<file path="src/hw/rtl/asd_pkg.sv">
`default_nettype none
package asd_pkg;
    localparam int LEVEL_W = 24;
    localparam int THR_W   = 14;

    localparam logic [1:0] PH_RISE1 = 2'd0;
    localparam logic [1:0] PH_RISE2 = 2'd1;
    localparam logic [1:0] PH_FALL1 = 2'd2;
    localparam logic [1:0] PH_FALL2 = 2'd3;

    localparam logic [1:0] MODE_NORMAL = 2'd0;
    localparam logic [1:0] MODE_NINE   = 2'd1;
    localparam logic [1:0] MODE_CLEAR  = 2'd2;

    localparam logic [2:0] EV_NONE  = 3'd0;
    localparam logic [2:0] EV_STEP  = 3'd1;
    localparam logic [2:0] EV_NINE  = 3'd2;
    localparam logic [2:0] EV_IDLE  = 3'd3;
    localparam logic [2:0] EV_TOUT  = 3'd4;

    localparam logic [2:0] REG_IDLE_RST  = 3'd0;
    localparam logic [2:0] REG_LONG_IDLE = 3'd1;
    localparam logic [2:0] REG_STALL     = 3'd2;
    localparam logic [2:0] REG_RISE1     = 3'd3;
    localparam logic [2:0] REG_RISE2     = 3'd4;
    localparam logic [2:0] REG_FALL1     = 3'd5;
    localparam logic [2:0] REG_FALL2     = 3'd6;

    localparam logic [4:0] GAIN_DEFAULT = 5'd16;

    // Interval tolerance bounds for last intervals 6..24
    function automatic logic signed [4:0] tol_low(input logic [4:0] k);
        case (k)
            5'd0, 5'd1, 5'd2, 5'd3: tol_low = -5'sd1;
            5'd4, 5'd5:             tol_low = -5'sd2;
            5'd6, 5'd7, 5'd8:       tol_low = -5'sd3;
            5'd9, 5'd10, 5'd11, 5'd12: tol_low = -5'sd4;
            5'd13: tol_low = -5'sd5;
            5'd14: tol_low = -5'sd6;
            5'd15: tol_low = -5'sd7;
            5'd16: tol_low = -5'sd8;
            5'd17: tol_low = -5'sd9;
            default: tol_low = -5'sd10;
        endcase
    endfunction

    function automatic logic signed [4:0] tol_high(input logic [4:0] k);
        case (k)
            5'd0, 5'd1: tol_high = 5'sd2;
            5'd2:       tol_high = 5'sd3;
            5'd3, 5'd4, 5'd5, 5'd6: tol_high = 5'sd4;
            5'd7:  tol_high = 5'sd5;
            5'd8:  tol_high = 5'sd6;
            5'd9, 5'd10, 5'd11, 5'd12: tol_high = 5'sd5;
            5'd13: tol_high = 5'sd4;
            5'd14, 5'd15: tol_high = 5'sd3;
            5'd16: tol_high = 5'sd2;
            5'd17: tol_high = 5'sd1;
            default: tol_high = 5'sd0;
        endcase
    endfunction

    function automatic logic [4:0] gain_for(input logic [6:0] iv);
        if (iv <= 7'd8)       gain_for = 5'd12;
        else if (iv <= 7'd10) gain_for = 5'd14;
        else if (iv <= 7'd12) gain_for = 5'd15;
        else                  gain_for = 5'd16;
    endfunction

    // Threshold offsets {first, second} by cadence
    function automatic logic [19:0] thr_offs(input logic [6:0] avr);
        if (avr >= 7'd15)      thr_offs = {10'h000, 10'h000};
        else if (avr >= 7'd12) thr_offs = {10'h030, 10'h030};
        else if (avr >= 7'd10) thr_offs = {10'h080, 10'h060};
        else if (avr >= 7'd8)  thr_offs = {10'h110, 10'h0E0};
        else                   thr_offs = {10'h220, 10'h140};
    endfunction
endpackage
`default_nettype wire

</file>
<file path="src/hw/rtl/asd_mac.sv">
`default_nettype none
// Shared signed multiply-accumulate: one product per cycle while enabled
module asd_mac
    import asd_pkg::*;
(
    input  wire logic               i_clk,
    input  wire logic               i_clr,
    input  wire logic               i_en,
    input  wire logic signed [25:0] i_a,
    input  wire logic signed [17:0] i_b,
    output logic signed [47:0]      o_acc
);
    logic signed [47:0] r_acc;
    logic signed [43:0] w_prod;

    assign w_prod = i_a * i_b;

    always_ff @(posedge i_clk) begin
        if (i_clr) begin
            r_acc <= '0;
        end else if (i_en) begin
            r_acc <= r_acc + 48'(w_prod);
        end
    end

    assign o_acc = r_acc;
endmodule
`default_nettype wire

</file>
<file path="src/hw/rtl/accel_step_detector_top.sv">
`default_nettype none
// Step detector: one result per sample, through the square, smooth, filter, divide and detect
// steps; requests are taken only in the idle state; the result register lets the next request
// in while a result waits, and a second result holds in the detect step until taken.
// The shared multiplier runs the three squares and the two filter products one per
// cycle; divide by 20 is a separate exact reciprocal multiply in the divide step.
// Synchronous active-low reset restores defaults except sample, mode and new-level registers.
module accel_step_detector_top
    import asd_pkg::*;
#(
    parameter int AXIS_WIDTH    = 8,
    parameter int COUNTER_WIDTH = 16
) (
    input  wire logic        i_clk,
    input  wire logic        i_rst_n,
    input  wire logic        s_axis_tvalid,
    output logic             s_axis_tready,
    // accel_x, accel_y, accel_z, then zero fill
    input  wire logic [((3*AXIS_WIDTH+7)/8)*8-1:0] s_axis_tdata,
    // mode
    input  wire logic [1:0]  s_axis_tuser,
    output logic             m_axis_tvalid,
    input  wire logic        m_axis_tready,
    // event_code, zero fill
    output logic [7:0]       m_axis_tdata,
    input  wire logic        i_cfg_we,
    input  wire logic [2:0]  i_cfg_idx,
    input  wire logic [15:0] i_cfg_data
);
    localparam int AW = AXIS_WIDTH;
    localparam int CW = COUNTER_WIDTH;
    localparam logic [CW-1:0] CMAX = {CW{1'b1}};
    localparam logic [3:0] ST_IDLE = 4'd0;
    localparam logic [3:0] ST_SQX  = 4'd1;
    localparam logic [3:0] ST_SQY  = 4'd2;
    localparam logic [3:0] ST_SQZ  = 4'd3;
    localparam logic [3:0] ST_SMO  = 4'd4;
    localparam logic [3:0] ST_FA   = 4'd5;
    localparam logic [3:0] ST_FB   = 4'd6;
    localparam logic [3:0] ST_DIV  = 4'd7;
    localparam logic [3:0] ST_DET  = 4'd8;

    logic [3:0] r_st;
    logic [15:0] r_idle_lim, r_long_lim, r_stall_lim;
    logic [11:0] r_rb1, r_rb2, r_fb1, r_fb2;
    logic signed [AW-1:0] r_ax, r_ay, r_az;
    logic [1:0] r_mode;
    logic [16:0] r_smooth;
    logic signed [LEVEL_W-1:0] r_hist [4];
    logic [1:0] r_hpos, r_phase;
    logic signed [LEVEL_W-1:0] r_min, r_max, r_cmp;
    logic [THR_W-1:0] r_thr [4];
    logic [4:0] r_gain;
    logic [3:0] r_run;
    logic [6:0] r_ivc, r_last;
    logic [CW-1:0] r_ptime, r_itime;
    logic [2:0] r_ev;
    logic r_ovalid;
    logic signed [LEVEL_W-1:0] r_nv;

    logic mac_clr, mac_en;
    logic signed [25:0] mac_a;
    logic signed [17:0] mac_b;
    logic signed [47:0] mac_acc;

    asd_mac u_mac (
        .i_clk(i_clk), .i_clr(mac_clr), .i_en(mac_en),
        .i_a(mac_a), .i_b(mac_b), .o_acc(mac_acc)
    );

    logic [1:0] w_p1, w_p2;
    assign w_p1 = r_hpos - 2'd1;
    assign w_p2 = r_hpos - 2'd2;

    // ceil(2^32/20): exact quotient for magnitudes below 2^30
    localparam logic [27:0] RECIP20 = 28'd214748365;
    logic [29:0] w_mag;
    logic [57:0] w_qprod;
    logic [25:0] w_q;
    assign w_mag = mac_acc[47] ? 30'(-mac_acc) : 30'(mac_acc);

    always_comb begin
        mac_clr = 1'b0; mac_en = 1'b0; mac_a = '0; mac_b = '0;
        case (r_st)
            ST_IDLE: mac_clr = 1'b1;
            ST_SQX: begin mac_en = 1'b1; mac_a = 26'(r_ax); mac_b = 18'(r_ax); end
            ST_SQY: begin mac_en = 1'b1; mac_a = 26'(r_ay); mac_b = 18'(r_ay); end
            ST_SQZ: begin mac_en = 1'b1; mac_a = 26'(r_az); mac_b = 18'(r_az); end
            ST_SMO: mac_clr = 1'b1;
            ST_FA: begin
                mac_en = 1'b1;
                mac_a = 26'(r_hist[w_p1]) * 26'sd2 - 26'(r_hist[w_p2]);
                mac_b = $signed({13'd0, r_gain});
            end
            ST_FB: begin
                mac_en = 1'b1;
                mac_a = $signed({9'd0, r_smooth});
                mac_b = $signed({13'd0, 5'd20 - r_gain});
            end
            default: ;
        endcase
    end

    // quotient magnitude from the accumulator, registered in ST_DIV
    assign w_qprod = 58'(w_mag) * 58'(RECIP20);
    assign w_q = w_qprod[57:32];

    logic signed [LEVEL_W-1:0] w_nv;
    logic signed [27:0] w_sq;
    always_comb begin
        w_sq = mac_acc[47] ? -$signed({2'b0, w_q}) : $signed({2'b0, w_q});
        if (w_sq > 28'sd8388607) w_nv = 24'sh7FFFFF;
        else if (w_sq < -28'sd8388608) w_nv = 24'sh800000;
        else w_nv = w_sq[23:0];
    end

    // commit the detect step only when the result register is free or its result is being taken
    logic w_commit;
    assign w_commit = (r_st == ST_DET) && (!r_ovalid || m_axis_tready);

    always_ff @(posedge i_clk) begin
        if (!i_rst_n) begin
            r_st <= ST_IDLE;
            r_idle_lim <= 16'd50; r_long_lim <= 16'd1500; r_stall_lim <= 16'd300;
            r_rb1 <= 12'd368; r_rb2 <= 12'd160; r_fb1 <= 12'd368; r_fb2 <= 12'd160;
            r_smooth <= '0;
            for (int i = 0; i < 4; i++) r_hist[i] <= '0;
            r_hpos <= '0; r_phase <= PH_RISE1;
            r_min <= 24'sd32767; r_max <= -24'sd32767; r_cmp <= '0;
            r_thr[0] <= 14'd368; r_thr[1] <= 14'd160;
            r_thr[2] <= 14'd368; r_thr[3] <= 14'd160;
            r_gain <= GAIN_DEFAULT; r_run <= '0; r_ivc <= '0; r_last <= '0;
            r_ptime <= '0; r_itime <= '0; r_ev <= EV_NONE;
            r_ovalid <= 1'b0;
        end else begin
            if (i_cfg_we) begin
                case (i_cfg_idx)
                    REG_IDLE_RST:  r_idle_lim <= i_cfg_data;
                    REG_LONG_IDLE: r_long_lim <= i_cfg_data;
                    REG_STALL:     r_stall_lim <= i_cfg_data;
                    REG_RISE1:     r_rb1 <= i_cfg_data[11:0];
                    REG_RISE2:     r_rb2 <= i_cfg_data[11:0];
                    REG_FALL1:     r_fb1 <= i_cfg_data[11:0];
                    REG_FALL2:     r_fb2 <= i_cfg_data[11:0];
                    default: ;
                endcase
            end
            if (w_commit) r_ovalid <= 1'b1;
            else if (m_axis_tready) r_ovalid <= 1'b0;
            case (r_st)
                ST_IDLE: if (s_axis_tvalid) begin
                    r_ax <= s_axis_tdata[AW-1:0];
                    r_ay <= s_axis_tdata[2*AW-1:AW];
                    r_az <= s_axis_tdata[3*AW-1:2*AW];
                    r_mode <= s_axis_tuser;
                    r_st <= ST_SQX;
                end
                ST_SQX: r_st <= ST_SQY;
                ST_SQY: r_st <= ST_SQZ;
                ST_SQZ: r_st <= ST_SMO;
                ST_SMO: begin
                    logic [33:0] s;
                    s = (34'(r_smooth) * 34'd3 + 34'(mac_acc[32:0])) >> 2;
                    r_smooth <= (s > 34'd131071) ? 17'h1FFFF : s[16:0];
                    r_st <= ST_FA;
                end
                ST_FA: r_st <= ST_FB;
                ST_FB: r_st <= ST_DIV;
                ST_DIV: begin
                    r_nv <= w_nv;
                    r_st <= ST_DET;
                end
                ST_DET: begin : det
                    logic signed [LEVEL_W-1:0] h [4];
                    logic signed [LEVEL_W+1:0] lvl;
                    logic [1:0] ph;
                    logic signed [LEVEL_W-1:0] mn, mx, cp;
                    logic [CW-1:0] pt, it;
                    logic [6:0] iv, li;
                    logic [3:0] rn;
                    logic [4:0] gn;
                    logic [2:0] ev;
                    logic [19:0] off;
                    logic [THR_W-1:0] t0, t1, t2, t3;
                    logic over;
                    logic signed [7:0] d;
                    for (int i = 0; i < 4; i++) h[i] = r_hist[i];
                    h[r_hpos] = r_nv;
                    lvl = '0;
                    for (int i = 0; i < 4; i++)
                        lvl = lvl + 26'(h[i] / 4);
                    ph = r_phase; pt = r_ptime; it = r_itime;
                    mn = r_min; mx = r_max; cp = r_cmp;
                    iv = r_ivc; li = r_last; rn = r_run; gn = r_gain; ev = EV_NONE;
                    t0 = r_thr[0]; t1 = r_thr[1]; t2 = r_thr[2]; t3 = r_thr[3];
                    if (r_mode == MODE_CLEAR) begin
                        it = '0; pt = '0; ph = PH_RISE1;
                    end
                    if (iv < 7'd127) iv = iv + 7'd1;
                    case (ph)
                        PH_RISE1: begin
                            if (26'(mn) > lvl) mn = lvl[23:0];
                            else begin
                                pt = (pt == CMAX) ? pt : pt + 1'b1;
                                if (lvl - 26'(mn) > $signed({12'd0, t0})) begin
                                    cp = lvl[23:0]; ph = PH_RISE2;
                                end
                            end
                        end
                        PH_RISE2: begin
                            if (lvl - 26'(cp) > $signed({12'd0, t1})) begin
                                ph = PH_FALL1; mx = -24'sd32767; pt = '0;
                            end else begin
                                over = pt > CW'(7);
                                pt = (pt == CMAX) ? pt : pt + 1'b1;
                                if (over) begin ph = PH_RISE1; mn = 24'sd32767; end
                            end
                        end
                        PH_FALL1: begin
                            if (lvl > 26'(mx)) mx = lvl[23:0];
                            else if (lvl < 26'(mx) - $signed({12'd0, t2})) begin
                                cp = lvl[23:0]; ph = PH_FALL2; pt = '0;
                            end else begin
                                over = pt > CW'(7);
                                pt = (pt == CMAX) ? pt : pt + 1'b1;
                                if (over) begin ph = PH_RISE1; mn = 24'sd32767; end
                            end
                        end
                        default: begin
                            if (lvl < 26'(cp) - $signed({12'd0, t3})) begin
                                ph = PH_RISE1; mn = 24'sd32767; pt = '0; it = '0;
                                if (r_mode == MODE_NINE) begin
                                    rn = rn + 4'd1;
                                    if (rn == 4'd3) li = iv;
                                    else if (rn > 4'd3) begin
                                        d = $signed({1'b0, iv}) - $signed({1'b0, li});
                                        if (li >= 7'd6 && li <= 7'd24) begin
                                            if (d < 8'(tol_low(5'(li - 7'd6))) ||
                                                d > 8'(tol_high(5'(li - 7'd6))))
                                                rn = '0;
                                        end else if (rn > 4'd0) rn = rn - 4'd1;
                                        if (iv < 7'd6 || iv > 7'd24) rn = '0;
                                    end
                                    if (rn > 4'd0) gn = gain_for(iv);
                                    if (rn >= 4'd9) begin rn = '0; ev = EV_NINE; end
                                end else if (r_mode == MODE_NORMAL) begin
                                    if (iv >= 7'd6) begin ev = EV_STEP; gn = gain_for(iv); end
                                end
                                li = iv;
                                off = thr_offs(li);
                                t0 = 14'(r_rb1) + 14'(off[19:10]);
                                t1 = 14'(r_rb2) + 14'(off[9:0]);
                                t2 = 14'(r_fb1) + 14'(off[19:10]);
                                t3 = 14'(r_fb2) + 14'(off[9:0]);
                                iv = '0;
                            end else begin
                                over = pt > CW'(6);
                                pt = (pt == CMAX) ? pt : pt + 1'b1;
                                if (over) begin ph = PH_RISE1; mn = 24'sd32767; end
                            end
                        end
                    endcase
                    it = (it == CMAX) ? it : it + 1'b1;
                    if (32'(it) == 32'(r_idle_lim)) begin
                        t0 = 14'(r_rb1); t1 = 14'(r_rb2); t2 = 14'(r_fb1); t3 = 14'(r_fb2);
                        ph = PH_RISE1; mn = 24'sd255; rn = '0; ev = EV_IDLE;
                        gn = GAIN_DEFAULT;
                    end
                    if (32'(pt) > 32'(r_stall_lim) || 32'(it) > 32'(r_long_lim)) begin
                        ev = EV_TOUT; gn = GAIN_DEFAULT;
                    end
                    // hold here while the previous result waits
                    if (w_commit) begin
                        r_hist[r_hpos] <= r_nv;
                        r_hpos <= r_hpos + 2'd1;
                        r_phase <= ph; r_ptime <= pt; r_itime <= it;
                        r_min <= mn; r_max <= mx; r_cmp <= cp;
                        r_ivc <= iv; r_last <= li; r_run <= rn; r_gain <= gn;
                        r_thr[0] <= t0; r_thr[1] <= t1; r_thr[2] <= t2; r_thr[3] <= t3;
                        r_ev <= ev;
                        r_st <= ST_IDLE;
                    end
                end
                default: r_st <= ST_IDLE;
            endcase
        end
    end

    assign s_axis_tready = (r_st == ST_IDLE);
    assign m_axis_tvalid = r_ovalid;
    assign m_axis_tdata  = {5'd0, r_ev};

    assert property (@(posedge i_clk) disable iff (!i_rst_n)
        (m_axis_tvalid && !m_axis_tready) |=> (m_axis_tvalid && $stable(m_axis_tdata)))
        else $error("waiting result changed or dropped");
    assert property (@(posedge i_clk) disable iff (!i_rst_n)
        (r_st == ST_DET) |=> m_axis_tvalid)
        else $error("result not presented after detect");
    assert property (@(posedge i_clk) disable iff (!i_rst_n)
        m_axis_tvalid |-> (r_ev <= EV_TOUT))
        else $error("bad event code");
endmodule
`default_nettype wire
</file>
<file path="config.mk">
export PLATFORM = sky130hd
export DESIGN_NAME = accel_step_detector_top
export DESIGN_NICKNAME = d
export VERILOG_FILES = /design/src/hw/rtl/asd_pkg.sv /design/src/hw/rtl/asd_mac.sv /design/src/hw/rtl/accel_step_detector_top.sv
export SDC_FILE = /design/constraint.sdc
export NUM_CORES = 2
export LEC_CHECK = 0
export BUFFER_PORTS_ARGS = -buffer_cell sky130_fd_sc_hd__buf_2
export CORE_MARGIN = 4
export CORE_UTILIZATION = 55
export CTS_BUF_LIST = sky130_fd_sc_hd__clkbuf_16
export DETAILED_ROUTE_END_ITERATION = 7
export HOLD_SLACK_MARGIN = 0.06
export PLACE_DENSITY = 0.71
export SLEW_MARGIN = 0
export SYNTH_ARGS = -nofsm -noshare
export SYNTH_HDL_FRONTEND = slang
export SYNTH_HIERARCHICAL = 1
export SYNTH_SLANG_ARGS = --single-unit
</file>
<file path="constraint.sdc">
create_clock -name i_clk -period 36.3 [get_ports i_clk]
set_input_delay 1.815 -clock i_clk [delete_from_list [all_inputs] [get_ports i_clk]]
set_output_delay 1.815 -clock i_clk [all_outputs]
set_load 0.02 [all_outputs]
</file>
==> results by group <==
Clocking
  – Post-CTS Setup Inserts: 0
  – CTS tree: yes
  – CTS clk-pin slew, worst paths: 0.07 ns
  – Max Buffers Root-to-Sink: 3
  – CTS sink count: 497
  – Post_cts resized: 0
  – Depth of the CTS H-tree: 2
  – Clock root buffer: clkbuf_16
  – Hold Buf Count CTS: 0
  – Clk_lat worst skew: 0.68 ns
  – TritonCTS Buffers: 58

Synth
  – Number of synthesized flops with an enable pin: 198
  – Yosys cell types: 93
  – Yosys Warn Count: 6
  – Synth cell count leaders: 1,391 x inv_1, 929 x fa_1, 781 x ha_1, 746 x nand2_1, 412 x a21oi_1
  – Yosys top cell by area: fa_1
  – Main synth FF type: dfxtp_1
  – Yosys top cell area share: 26.3%
  – Area contributors post-synth: fa_1 26%, ha_1 14%, dfxtp_1 8.5%
  – Most numerous cell in the Yosys netlist: inv_1
  – Post-synth ARST share: 0%
  – Post-Syn Instances: 7,819
  – Post-Syn Area: 70,700 um^2
  – #FFs+latches synth: 497
  – Post-Syn Area per Cell: 9.04 um^2
  – Sequential share of the synthesized area: 16.9%

Die
  – Initial Util: 55.4%
  – Core area: 128,000 um^2
  – Die Y: 367 um
  – DIE AREA: 134,000 um^2
  – Ports: 60
  – Die width: 367 um
  – Row cnt: 131

Drt
  – 1st-iter DRT viols: 4,653
  – Vias per cell: 5.84
  – DRT Pass-1 Iters: 6
  – Total length of routed wires: 193 mm
  – Routed WL per cell: 20.4 um
  – Post-route DRC: 0
  – Post-route ant nets: 0
  – DR vias: 55,400

Critical path
  – CP max stage cell: nor3_1
  – Worst reg2reg path endpoint: r_gain[4]
  – Critical path class: reg2reg
  – Most common cell on crit path: o21a_1
  – Critical R2R Launch: r_hpos[0]
  – Flop-to-flop setup slack: 21.84 ns
  – Startpoint Class: flip-flop
  – Setup crit end kind: flip-flop
  – Critical path's top delay family: compound AO/OA/AOI/OAI gates
  – Worst EP arrival: 15.04 ns
  – Delay of the slowest cell on the worst path: 0.92 ns
  – Crit path buf inv count: 4
  – Critical Path RT: 36.88 ns
  – Crit path max fanout: 54
  – Reg2Reg Depth: 54

Global route
  – GRT overflow: 0
  – Largest net degree at the start of global routing: 115
  – Antenna violations before repair: 4
  – Via count of the first global-routing pass: 56,000
  – First-pass GRT wire length: 310 mm
  – Total GRT Usage: 28.7%

Placed design
  – Area after DPL: 72,900 um^2
  – GPL Wtd Cong: 0.972
  – I/O Buffers: 54
  – DP HPWL: 154 mm

STA
  – Setup TNS: 0 ns
  – Final setup violation count: 0
  – Worst hold slack: 0.451 ns
  – Crit path time final: 14.46 ns
  – Endpoints failing hold: 0
  – Max-slew headroom: 10.7%
  – Tightest Pin Transition: 1.33 ns
  – Clock Skews: 0.0291 ns
  – RSZ-0062 raised after global routing: no
  – Period utilisation layout: 39.8%
  – Slew Viols, Final: 0
  – Fmax: 0.0692 GHz

Min path
  – Worst Hold End: r_fb2[1]
  – Worst hold start: r_fb2[1]
  – WHS Path Cells: 2
  – Hold Path Class: reg2reg

Layout
  – Fill cells: 11,200
  – Area Growth Syn to Fin: 5.81%
  – Layout cells sized above 1: 5.48%
  – Final nets: 9,520
  – Post-route cell area: 74,800 um^2
  – Area of the multi-input gates: 52,600 um^2
  – Sequential standard cell area: 11,900 um^2

Flow run
  – Max_cap viols: 0

Status
  – Status: completed
## per-stage QoR
step	setup slack (ns)	utilization (%)	instances
after floorplan	23.87	-	7823
after global placement	22.28	57.1	9362
after detailed placement	22.10	57.1	9362
after CTS	22.04	58.6	9471
after global routing	20.84	58.6	9473
final	21.84	58.6	9475
## worst register-to-register path, delay by kind of cell (launching register included)
kind / cells / cell delay [ns]
simple gates: 15 / 2.88
compound gates: 22 / 4.73
xor+xnor: 1 / 0.45
mux: 3 / 1.02
buf+inv: 4 / 1.38
fa+ha+maj: 9 / 3.63
flops: 1 / 0.31
## routing by layer
layer	vias up	routed length [um]	GRT usage, %
li1	25600	-	-
met1	27400	83700	41.1
met5	-	9	0
met3	290	16600	5.04
met2	2049	87900	45.5
met4	2	4730	7.28
## how the worst max path moves through the flow
| stage | start | depth (start not counted) | end | slack, ns |
|---|---|---|---|---|
| after floorplan | r_hpos[0] | 54 | r_thr[0][0] | 23.87 |
| after global routing | r_hpos[0] | 54 | r_gain[4] | 20.84 |
| final | r_hpos[0] | 54 | r_gain[4] | 21.84 |
| after global placement | r_hpos[0] | 54 | r_gain[4] | 22.28 |
| after detailed placement | r_hpos[0] | 54 | r_gain[4] | 22.10 |
| after CTS | r_hpos[0] | 54 | r_gain[4] | 22.04 |
## sequential cells by signal (all words and copies together), names as in the netlist, 16 cells and up
signal,cells
r_hist,96
r_min,24
r_idle_lim,16
r_cmp,24
r_smooth,17
r_ptime,16
r_stall_lim,16
r_itime,16
r_nv,24
r_long_lim,16
u_mac/o_acc,48
r_thr,52
r_max,24
## placed cells by master (no fill, tap or decap), types with 80 or more instances in the layout
master,count
fa_1,929
nand2b_1,80
dfxtp_1,297
nand2_1,746
and3_1,95
ha_1,781
xnor2_1,173
xor2_1,93
a21o_1,112
o21ai_0,262
buf_4,108
edfxtp_1,198
a21oi_1,412
nor2_1,366
mux2i_1,122
nand3_1,131
and2_1,340
inv_1,1409
nand4_1,82
## final cells by class
type,instances,share of cell area [%]
inverter,1395,7.01
multi-input combinational,5647,70.3
sequential,497,16.0
clock buffer,61,2.04
antenna,4,0.0134
clock inverter,48,0.505
tap,1662,2.78
timing repair buffer,161,1.44
## cell families after synthesis
kind of cell               synth area share (%)
xor gates and xnor gates                   3.29
buffers and inverters                      8.99
AOI/OAI and AO/OA                          11.6
adders and majority gates                  40.1
DFF                                        16.9
muxes                                      4.34
other                                   0.00530
and+or+nand+nor                            14.8
Power is not shown: default switching activity piles up to over one toggle a cycle in this logic, so the estimate is an artifact.
